[src/rtl/lerq_pkg.sv]
package lerq_pkg;

  localparam int LIST_CAPACITY_DEF = 32;

  localparam logic [1:0] CMD_INSERT = 2'd0;
  localparam logic [1:0] CMD_GET    = 2'd1;
  localparam logic [1:0] CMD_REMOVE = 2'd2;
  localparam logic [1:0] CMD_NONE   = 2'd3;

  localparam logic [1:0] ST_OK     = 2'd0;
  localparam logic [1:0] ST_FULL   = 2'd1;
  localparam logic [1:0] ST_EMPTY  = 2'd2;
  localparam logic [1:0] ST_UNUSED = 2'd3;

  typedef struct packed {
    logic [15:0] tag;
    logic [15:0] cyl;
  } entry_t;

  typedef struct packed {
    logic [1:0]  status;
    logic        found;
    logic [15:0] cyl;
    logic [15:0] tag;
  } res_t;

endpackage

[src/rtl/lerq_ram.sv]
module lerq_ram #(
  parameter int WIDTH = 32,
  parameter int DEPTH = lerq_pkg::LIST_CAPACITY_DEF
) (
  input  logic                                         clk,
  input  logic                                         we,
  input  logic [((DEPTH > 1) ? $clog2(DEPTH) : 1)-1:0] waddr,
  input  logic [WIDTH-1:0]                             wdata,
  input  logic [((DEPTH > 1) ? $clog2(DEPTH) : 1)-1:0] raddr,
  output logic [WIDTH-1:0]                             rdata
);
  logic [WIDTH-1:0] mem [DEPTH];

  always_ff @(posedge clk) begin
    if (we) begin
      mem[waddr] <= wdata;
    end
    rdata <= mem[raddr];
  end
endmodule

[src/rtl/look_elevator_request_queue.sv]
// LOOK elevator request queue: a downward list (descending cylinders) and an upward list
// (ascending) are each held in a dual-port RAM, with the head entry of each list mirrored in
// registers. Get, an unknown command and any request that needs no list movement go straight
// to the done state, which loads the output register once it is free. A sorted insert walks
// the target list from its tail, one entry per cycle through the RAM; a remove shifts the
// list towards its head one entry per cycle. One request is in progress at a time; a finished
// result waits in the output register while the next request is taken.
module look_elevator_request_queue #(
  parameter int LIST_CAPACITY = lerq_pkg::LIST_CAPACITY_DEF
) (
  input  logic        clk,
  input  logic        rst_n,
  input  logic        in_tvalid,
  output logic        in_tready,
  // command[1:0], cylinder[17:2], request_tag[33:18], zero pad
  input  logic [39:0] in_tdata,
  output logic        out_tvalid,
  input  logic        out_tready,
  // status[1:0], found[2], next_cylinder[18:3], next_tag[34:19], pending_count[41:35],
  // direction[42], zero pad
  output logic [47:0] out_tdata
);
  localparam int IW = (LIST_CAPACITY > 1) ? $clog2(LIST_CAPACITY) : 1;
  localparam int CW = $clog2(LIST_CAPACITY + 1);

  typedef logic [CW-1:0] cnt_t;
  typedef logic [IW-1:0] idx_t;
  localparam cnt_t CAP_C = cnt_t'(LIST_CAPACITY);

  typedef enum logic [2:0] {S_IDLE, S_INS, S_INS0, S_POP, S_DONE} state_t;

  state_t            state_r, state_nxt;
  logic              dir_r, dir_nxt;
  cnt_t              cnt_r [2];
  cnt_t              cnt_nxt [2];
  lerq_pkg::entry_t  head_r [2];
  lerq_pkg::entry_t  head_nxt [2];
  lerq_pkg::entry_t  new_r, new_nxt;
  logic              tgt_r, tgt_nxt;
  idx_t              pos_r, pos_nxt;
  lerq_pkg::res_t    res_r, res_nxt;
  logic              out_tvalid_r, out_tvalid_nxt;
  logic [47:0]       out_tdata_r, out_tdata_nxt;

  logic              we;
  logic              wl;
  idx_t              waddr, raddr;
  lerq_pkg::entry_t  wdata;
  lerq_pkg::entry_t  rdata [2];

  logic [1:0]        cmd;
  lerq_pkg::entry_t  req;
  logic [CW:0]       total;

  assign cmd     = in_tdata[1:0];
  assign req.cyl = in_tdata[17:2];
  assign req.tag = in_tdata[33:18];
  assign total   = {1'b0, cnt_r[0]} + {1'b0, cnt_r[1]};

  assign in_tready  = (state_r == S_IDLE);
  assign out_tvalid = out_tvalid_r;
  assign out_tdata  = out_tdata_r;

  for (genvar l = 0; l < 2; l++) begin : g_list
    lerq_ram #(.WIDTH(32), .DEPTH(LIST_CAPACITY)) u_ram (
      .clk   (clk),
      .we    (we && (wl == 1'(l))),
      .waddr (waddr),
      .wdata (wdata),
      .raddr (raddr),
      .rdata (rdata[l])
    );
  end

  always_comb begin
    logic             d;
    logic             t;
    logic             after;
    lerq_pkg::entry_t r;
    state_nxt      = state_r;
    dir_nxt        = dir_r;
    cnt_nxt        = cnt_r;
    head_nxt       = head_r;
    new_nxt        = new_r;
    tgt_nxt        = tgt_r;
    pos_nxt        = pos_r;
    res_nxt        = res_r;
    out_tvalid_nxt = out_tvalid_r;
    out_tdata_nxt  = out_tdata_r;
    we             = 1'b0;
    wl             = tgt_r;
    waddr          = '0;
    wdata          = new_r;
    raddr          = '0;
    d              = dir_r;
    t              = dir_r;
    r              = rdata[tgt_r];
    after          = tgt_r ? (new_r.cyl < r.cyl) : (new_r.cyl > r.cyl);
    if (out_tvalid_r && out_tready) begin
      out_tvalid_nxt = 1'b0;
    end
    case (state_r)
      S_IDLE: begin
        if (in_tvalid) begin
          res_nxt   = '0;
          state_nxt = S_DONE;
          d = dir_r ^ (cnt_r[dir_r] == '0);
          case (cmd)
            lerq_pkg::CMD_INSERT: begin
              dir_nxt = d;
              if (cnt_r[d] == '0) begin
                t = d;
              end else if (req.cyl < head_r[d].cyl) begin
                t = 1'b0;
              end else if (req.cyl > head_r[d].cyl) begin
                t = 1'b1;
              end else begin
                t = d;
              end
              new_nxt = req;
              tgt_nxt = t;
              if (cnt_r[t] >= CAP_C) begin
                res_nxt.status = lerq_pkg::ST_FULL;
              end else if (cnt_r[t] == '0) begin
                we          = 1'b1;
                wl          = t;
                wdata       = req;
                head_nxt[t] = req;
                cnt_nxt[t]  = cnt_t'(1);
              end else begin
                pos_nxt   = idx_t'(cnt_r[t] - cnt_t'(1));
                raddr     = idx_t'(cnt_r[t] - cnt_t'(1));
                state_nxt = S_INS;
              end
            end
            lerq_pkg::CMD_GET: begin
              dir_nxt = d;
              if (cnt_r[d] != '0) begin
                res_nxt.found = 1'b1;
                res_nxt.cyl   = head_r[d].cyl;
                res_nxt.tag   = head_r[d].tag;
              end
            end
            lerq_pkg::CMD_REMOVE: begin
              tgt_nxt = dir_r;
              if (cnt_r[dir_r] == '0) begin
                res_nxt.status = lerq_pkg::ST_EMPTY;
              end else if (cnt_r[dir_r] == cnt_t'(1)) begin
                cnt_nxt[dir_r] = '0;
              end else begin
                pos_nxt   = idx_t'(1);
                raddr     = idx_t'(1);
                state_nxt = S_POP;
              end
            end
            default: begin
            end
          endcase
        end
      end
      S_INS: begin
        we    = 1'b1;
        waddr = pos_r + idx_t'(1);
        if (after) begin
          wdata = r;
          if (pos_r == '0) begin
            state_nxt = S_INS0;
          end else begin
            pos_nxt = pos_r - idx_t'(1);
            raddr   = pos_r - idx_t'(1);
          end
        end else begin
          wdata           = new_r;
          cnt_nxt[tgt_r]  = cnt_r[tgt_r] + cnt_t'(1);
          state_nxt       = S_DONE;
        end
      end
      S_INS0: begin
        we              = 1'b1;
        waddr           = '0;
        wdata           = new_r;
        head_nxt[tgt_r] = new_r;
        cnt_nxt[tgt_r]  = cnt_r[tgt_r] + cnt_t'(1);
        state_nxt       = S_DONE;
      end
      S_POP: begin
        we    = 1'b1;
        waddr = pos_r - idx_t'(1);
        wdata = r;
        if (pos_r == idx_t'(1)) begin
          head_nxt[tgt_r] = r;
        end
        if (cnt_t'(pos_r) == cnt_r[tgt_r] - cnt_t'(1)) begin
          cnt_nxt[tgt_r] = cnt_r[tgt_r] - cnt_t'(1);
          state_nxt      = S_DONE;
        end else begin
          pos_nxt = pos_r + idx_t'(1);
          raddr   = pos_r + idx_t'(1);
        end
      end
      S_DONE: begin
        if (!out_tvalid_r || out_tready) begin
          out_tvalid_nxt = 1'b1;
          out_tdata_nxt  = {5'b0, dir_r, 7'(total), res_r.tag, res_r.cyl,
                            res_r.found, res_r.status};
          state_nxt      = S_IDLE;
        end
      end
      default: begin
        state_nxt = S_IDLE;
      end
    endcase
  end

  always_ff @(posedge clk) begin
    if (!rst_n) begin
      state_r      <= S_IDLE;
      dir_r        <= 1'b0;
      cnt_r[0]     <= '0;
      cnt_r[1]     <= '0;
      out_tvalid_r <= 1'b0;
    end else begin
      state_r      <= state_nxt;
      dir_r        <= dir_nxt;
      cnt_r        <= cnt_nxt;
      out_tvalid_r <= out_tvalid_nxt;
    end
  end

  always_ff @(posedge clk) begin
    head_r      <= head_nxt;
    new_r       <= new_nxt;
    tgt_r       <= tgt_nxt;
    pos_r       <= pos_nxt;
    res_r       <= res_nxt;
    out_tdata_r <= out_tdata_nxt;
  end
endmodule

[config.mk]
export PLATFORM = sky130hd
export DESIGN_NAME = look_elevator_request_queue
export DESIGN_NICKNAME = d
export VERILOG_FILES = /design/src/rtl/lerq_pkg.sv /design/src/rtl/lerq_ram.sv /design/src/rtl/look_elevator_request_queue.sv
export SDC_FILE = /design/constraint.sdc
export NUM_CORES = 2
export LEC_CHECK = 0
export BUFFER_PORTS_ARGS = -buffer_cell sky130_fd_sc_hd__buf_2
export CAP_MARGIN = 20
export CORE_MARGIN = 2
export CORE_UTILIZATION = 35
export DETAILED_ROUTE_END_ITERATION = 12
export HOLD_SLACK_MARGIN = 0.1
export PLACE_DENSITY = 0.51
export SETUP_SLACK_MARGIN = 0.05
export SLEW_MARGIN = 10
export SYNTH_ARGS = -nofsm -noshare
export SYNTH_HDL_FRONTEND = slang
export SYNTH_SLANG_ARGS = --single-unit
[constraint.sdc]
create_clock -name clk -period 21.2 [get_ports clk]
set_input_delay 5.3 -clock clk [delete_from_list [all_inputs] [get_ports clk]]
set_output_delay 5.3 -clock clk [all_outputs]
set_load 0.02 [all_outputs]
-- Word level (Yosys, flattened, before mapping)
Memories as Yosys holds them, arrays and structs flattened. A register that Yosys moved wholly into a read port is not among the register bits.
Cells that the tools add are included.
- logic and storage cells: 223
- bits of input ports: 44
- bits in registers: 197
- RAM bits: 2048
- memories: 2
- output and inout bits: 50
- $lt $le $gt $ge: 12
- reduce and logical (&&, ||, !) cells: 31
- muxes and demuxes: 115
- add/sub/neg operators: 6
- equality and inequality tests: 28
- bitwise gates (word level): 11
- memories (memory ; words ; bits a word ; read ports ; clocked after memory_dff ; write ports ; line ; text):
    g_list[0].u_ram.mem ; 32 ; 32 ; 1 ; 1 ; 1 ; lerq_ram.sv:12 ; logic [WIDTH-1:0] mem [DEPTH];
    g_list[1].u_ram.mem ; 32 ; 32 ; 1 ; 1 ; 1 ; lerq_ram.sv:12 ;
- operator list (operator ; number):
    2-to-1 mux 32 bit ; 13
    2-to-1 mux 64 bit ; 5
    bitwise mux 64 bit ; 3
    case mux 64 bit (3 select lines) ; 1
    case mux 32 bit (3 select lines) ; 1
    2-to-1 mux 6 bit ; 15
    2-to-1 mux 12 bit ; 7
    2-to-1 mux 5 bit ; 14
    demux 32 bit (select 1 bit) ; 2
    case mux 12 bit (4 select lines) ; 1
    2-to-1 mux 33 bit ; 1
    > comparator 16 bit ; 2
    less-than comparator 16 bit ; 2
    case mux 5 bit (2 select lines) ; 3
    case mux 5 bit (3 select lines) ; 2
    2-to-1 mux 3 bit ; 9
    2-to-1 mux 1 bit ; 26
    bitwise mux 12 bit ; 2
    case mux 12 bit (2 select lines) ; 1
    != test 3 bit (second input constant) ; 7
    demux 6 bit (select 1 bit) ; 3
    zero test 6 bit ; 3
    != test 2 bit (second input constant) ; 9
    case mux 3 bit (5 select lines) ; 1
    other kinds (48) ; 70

-- Logic depth before layout (Yosys ltp)
- depth in word-level cells: 31
- gate-level depth with buffers: 29
- mapped depth without buffers: 23

-- Cells and area by module
From an unflattened synthesis, not the netlist that was laid out.
- cell total of the unflattened synthesis: 5597
- area, all modules: 92551.3 um2
- by module, submodules not included (module ; seq. area each (um2) ; area an instance (um2) ; cells an instance ; instances):
    lerq_ram ; 31390.1 ; 40492.6 ; 2260 ; 2
    look_elevator_request_queue ; 5745.5 ; 11566.1 ; 1077 ; 1

-- Worst setup path before layout
Ideal clock, no wire load.
- path type: input port to flip-flop
- from: input port in_tdata[9]
- to: register g_list[1].u_ram.rdata[11], read port of g_list[1].u_ram.mem
- arrival time: 10.237 ns
- required time: 21.060 ns
- stages on the path: 19
- slack: 10.823 ns
- library setup time: 0.140 ns
- path buffers: 3
- path through: ha_1 nand4_1 or4_1 a211o_1 o31ai_1 clkbuf_1 mux2i_1 ha_1 or4b_2 nand4_1 nor2_1 o311ai_1 o311ai_4 nor3_4 buf_4 buf_2 mux4_2 a22oi_1 a32oi_1
- word-level cells in the longest chain between the ends: 17
- elaborated cells on any way between the ends: 20
- those cells by class: 1 x add/sub; 3 x order compare; 14 x mux; 1 x bitwise; 1 x reduce/logical
- ends and longest elaborated chain (item ; line ; text):
    from (decl) ; look_elevator_request_queue.sv:16 ; input logic [39:0] in_tdata,
    > comparator 16 bit ; look_elevator_request_queue.sv:115 ; end else if (req.cyl > head_r[d].cyl) begin
    2-to-1 mux 1 bit ; look_elevator_request_queue.sv:115 ;
    2-to-1 mux 1 bit * ; look_elevator_request_queue.sv:113 ; end else if (req.cyl < head_r[d].cyl) begin
    2-to-1 mux 1 bit * ; look_elevator_request_queue.sv:111 ; if (cnt_r[d] == '0) begin
    2-to-1 mux 1 bit * ; look_elevator_request_queue.sv:108 ; case (cmd)
    2-to-1 mux 1 bit * ; look_elevator_request_queue.sv:104 ; if (in_tvalid) begin
    2-to-1 mux 1 bit * ; look_elevator_request_queue.sv:102 ; case (state_r)
    NOT 1 -> 2 bit (not written as such) * ; look_elevator_request_queue.sv:122, look_elevator_request_queue.sv:124, look_elevator_request_queue.sv:132 ;
    2-to-1 mux 6 bit (not written as such) * (3 in series) ; look_elevator_request_queue.sv:132 ; raddr = idx_t'(cnt_r[t] - cnt_t'(1));
    subtractor 5 x 1 -> 5 bit / zero test 6 bit (equally long branches) ; look_elevator_request_queue.sv:132, look_elevator_request_queue.sv:124 ;
    2-to-1 mux 5 bit ; look_elevator_request_queue.sv:124 ; end else if (cnt_r[t] == '0) begin
    2-to-1 mux 5 bit * ; look_elevator_request_queue.sv:122 ; if (cnt_r[t] >= CAP_C) begin
    case mux 5 bit (2 select lines) * ; look_elevator_request_queue.sv:108 ;
    2-to-1 mux 5 bit * ; look_elevator_request_queue.sv:104 ;
    case mux 5 bit (3 select lines) * ; look_elevator_request_queue.sv:102 ;
    to (decl) ; lerq_ram.sv:10 ; output logic [WIDTH-1:0] rdata
Every way passes the cells marked *; elsewhere a longest branch is shown, timed or not. The select of a mux whose other input is x is not followed.
A chain may end at the register's enable or synchronous reset.

-- Final worst setup path
- from: input port in_tdata[16]
- to: register g_list[0].u_ram.rdata[18], read port of g_list[0].u_ram.mem
- word-level cells in the longest chain between the ends: 17
- elaborated cells on any way between the ends: 20
- those cells by class: 1 x add/sub; 3 x order compare; 14 x mux; 1 x bitwise; 1 x reduce/logical
- ends and longest elaborated chain (item ; line):
    > comparator 16 bit ; look_elevator_request_queue.sv:115
    2-to-1 mux 1 bit ; look_elevator_request_queue.sv:115
    2-to-1 mux 1 bit * ; look_elevator_request_queue.sv:113
    2-to-1 mux 1 bit * ; look_elevator_request_queue.sv:111
    2-to-1 mux 1 bit * ; look_elevator_request_queue.sv:108
    2-to-1 mux 1 bit * ; look_elevator_request_queue.sv:104
    2-to-1 mux 1 bit * ; look_elevator_request_queue.sv:102
    NOT 1 -> 2 bit (not written as such) * ; look_elevator_request_queue.sv:122, look_elevator_request_queue.sv:124, look_elevator_request_queue.sv:132
    2-to-1 mux 6 bit (not written as such) * (3 in series) ; look_elevator_request_queue.sv:132
    subtractor 5 x 1 -> 5 bit / zero test 6 bit (equally long branches) ; look_elevator_request_queue.sv:132, look_elevator_request_queue.sv:124
    2-to-1 mux 5 bit ; look_elevator_request_queue.sv:124
    2-to-1 mux 5 bit * ; look_elevator_request_queue.sv:122
    case mux 5 bit (2 select lines) * ; look_elevator_request_queue.sv:108
    2-to-1 mux 5 bit * ; look_elevator_request_queue.sv:104
    case mux 5 bit (3 select lines) * ; look_elevator_request_queue.sv:102
    to (decl) ; lerq_ram.sv:10
Marks and branches as above.

==> qor.yml <==
status:
  status: "finished clean"
synth:
  netlist_instances: 5957
  synth-edff-count: 2228
  post-synth-top-count-cell: "edfxtp_1"
  post_synth_num_cell_types: 79
  yosysSeqAreaShare_pct: 73.0
  synth_area_leaders: "edfxtp_1, mux2i_1, mux4_2"
  synth_top_area_share_pct: 71.3
  yosys.area.top_type: "edfxtp_1"
  synth.top_cells.by_count: "edfxtp_1, nand2_1, mux2i_1"
  yosys_warnings: 0
  dominantRegCellSynth: "edfxtp_1"
  async_flop_share_pct: 0
  synth-seq-cells: 2309
  synth_area_um2: 93800
  syn_avg_cell_area_um2: 15.8
global_routing:
  antenna_found_initial: 10
  overflow: 0
  grt_max_degree: 161
  grt.total_usage_pct: 19.3
  grt_pass1_vias: 52600
  grt_pass1_wl_um: 384000
power:
  clkPwrFrac_pct: 31.9
  p_leak_uw: 0.0351
  comb_power_share_pct: 21.8
  powerDensity_nw_per_um2: 120
  p_total_uw: 12800
  p_int_uw: 8690
  swShare_pct: 31.9
  seqPwrFrac_pct: 46.3
  ir_worst_vdd_uv: 76.1
  power_switching_uw: 4080
detailed_routing:
  first_iter_violations: 5778
  first_pass_iters: 6
  via_count: 54500
  wire_per_inst_um: 27.6
  postRouteAntennaNets: 0
  routed_wl_um: 269000
  drcViolationCount: 0
  routed_via_density: 5.59
clocking:
  clk_path_buf_depth: 4
  clk-insertion-delay-late_ns: 0.91
  cts_num_sinks: 2309
  cts_root_buf: "clkbuf_16"
  h-tree-depth: 4
  clkSlewWorstSetupHoldPaths_ns: 0.06
  numCtsBuffers: 233
  cts_hold_buf: 0
  postCtsSetupRepairBufs: 0
  cts_resized: 0
  cts_tree: "done"
sta:
  setup_violations: 0
  post-route-period-util_pct: 61.5
  rsz0062_at_grt: "false"
  worst_pin_slew_ns: 1.25
  setup_tns_ns: 0
  fin_crit_ns: 13.04
  setup_slack_ns: 8.16
  slew_headroom_pct: 16.8
  finalHoldViolCount: 0
  max_clock_freq_ghz: 0.0767
  finClkSkew_ns: 0.0621
  final_max_slew_viol_count: 0
floorplanning:
  core_region_area_um2: 267000
  die_h_um: 522
  die-area_um2: 272000
  die_x_um: 522
  io_pins: 94
  row_count: 190
  start_util_pct: 35.1
finish:
  fin_area_um2: 106000
  drive_above_1_share_pct: 13.6
  final_cells: 9755
  syn2layout_area_growth_pct: 13.4
  nets: 6102
placement:
  place.gp.congestion: 0.784
  io_buffers: 82
  placement.cell_area_um2: 98900
  placed_cells: 9326
  dpl.hpwl_um: 143000
  dp_slack_ns: 7.26
worst_setup_path:
  worstSetupPathType: "input port to register"
  critPathRequiredTime_ns: 21.88
  startpoint_type: "input port"
  arrival_ns: 13.73
  crit_fanout: 101
  end_kind: "register"
hold_path:
  hold_path.class: "register to register"
job:
  drv_cap: 0
## sequential cells by signal, indices dropped and copies added, names as in the netlist, named ones only
signal              flops
g_list.u_ram.mem     2048
g_list.u_ram.rdata     64
out_tdata              43
res_r                  35
new_r                  32
cnt_r                  12
pos_r                   5
state_r                 3
dir_r                   1
out_tvalid              1
tgt_r                   1
## power by group through the flow
stage,combinational [µW],sequential [µW],clock [µW]
2_1_floorplan,1520,5840,0
3_3_place_gp,2710,6010,0
3_5_place_dp,2760,6010,0
4_1_cts,2760,5920,4150
5_1_grt,2970,5910,4320
6_report,2790,5910,4070
## critical path, stage by stage
cell	delay [ns]
buf_2	0.16
ha_1	0.31
nand4_1	0.19
or4_1	0.56
a211o_1	0.37
o31ai_2	0.15
buf_4	0.25
mux2i_1	0.33
ha_1	0.36
or4b_2	0.62
nand4_1	0.19
nor2_1	0.08
o311ai_1	0.17
o311ai_4	0.17
buf_4	0.39
nor3_4	0.45
buf_12	0.53
buf_4	0.63
buf_4	0.75
mux2i_1	0.26
a2111oi_0	0.12
a221oi_1	0.92
a32oi_1	0.18
## metal layers
metal | track usage (%) | part of all wire (%) | vias up
li1 | - | - | 23800
met3 | 2.80 | 6.8 | 314
met2 | 30.4 | 46 | 1941
met5 | 0 | 0 | -
met1 | 28.2 | 45 | 28500
met4 | 4.14 | 1.9 | 0
## cell families (layout without fill, tap and decap cells)
kind of cell / Yosys count / after routing / share of synthesized area [%]
mux: 648 / 648 / 8.61
buf+inv: 697 / 930 / 3.06
simple gates: 1201 / 1201 / 5.79
xor+xnor: 30 / 30 / 0.295
other cells: 1 / 14 / 0.00400
compound gates: 1025 / 1025 / 8.59
fa+ha+maj: 46 / 46 / 0.621
flops: 2309 / 2309 / 73.0
## final timing paths
path                          endpoint         start  depth (start not counted)  slack (ns)
max          g_list[0].u_ram.rdata[18]  in_tdata[16]                         23        8.16
min                      out_tdata[19]      res_r[0]                          0        0.42
max reg2reg  g_list[0].u_ram.rdata[18]      cnt_r[8]                         27       10.50
min reg2reg              out_tdata[19]      res_r[0]                          0        0.42
## cell usage in the layout (no fill, tap or decap), drive strengths merged, types with 11 or more instances in the layout
| master | Yosys | layout |
|---|---|---|
| a21oi | 44 | 44 |
| a22o | 32 | 32 |
| inv | 250 | 253 |
| a222oi | 32 | 32 |
| edfxtp | 2228 | 2228 |
| nor3 | 17 | 17 |
| ha | 45 | 45 |
| a311oi | 128 | 128 |
| clkbuf | 266 | 308 |
| a32oi | 63 | 63 |
| bufinv | 0 | 21 |
| nand3 | 145 | 145 |
| a2111oi | 71 | 71 |
| nor2b | 18 | 18 |
| mux4 | 127 | 127 |
| nor4 | 197 | 197 |
| o21ai | 86 | 86 |
| a221o | 66 | 66 |
| buf | 180 | 262 |
| mux2i | 518 | 518 |
| nand4 | 15 | 15 |
| dfxtp | 81 | 81 |
| a31oi | 69 | 69 |
| clkinv | 1 | 80 |
| a22oi | 101 | 101 |
| a221oi | 69 | 69 |
| a21o | 11 | 11 |
| nand2 | 583 | 583 |
| nor2 | 192 | 192 |
| xnor2 | 20 | 20 |
| a211oi | 205 | 205 |
## layout make-up
cell class / instances / area [µm²]
clock buffer: 308 / 6300
multi-input combinational: 2955 / 23100
fill: 24400 / 161000
antenna: 9 / 22.5
clock inverter: 109 / 1110
tap: 3552 / 4440
sequential: 2309 / 68500
inverter: 251 / 942
timing repair buffer: 262 / 1950
## through the flow
step | hold WS [ns] | utilization [%]
floorplan | 0.400 | -
global placement | 0.401 | 37.0
detailed placement | 0.405 | 37.0
CTS | 0.418 | 39.8
global route | 0.421 | 39.8
finish | 0.417 | 39.8
Power figures use the tool's default switching activity.
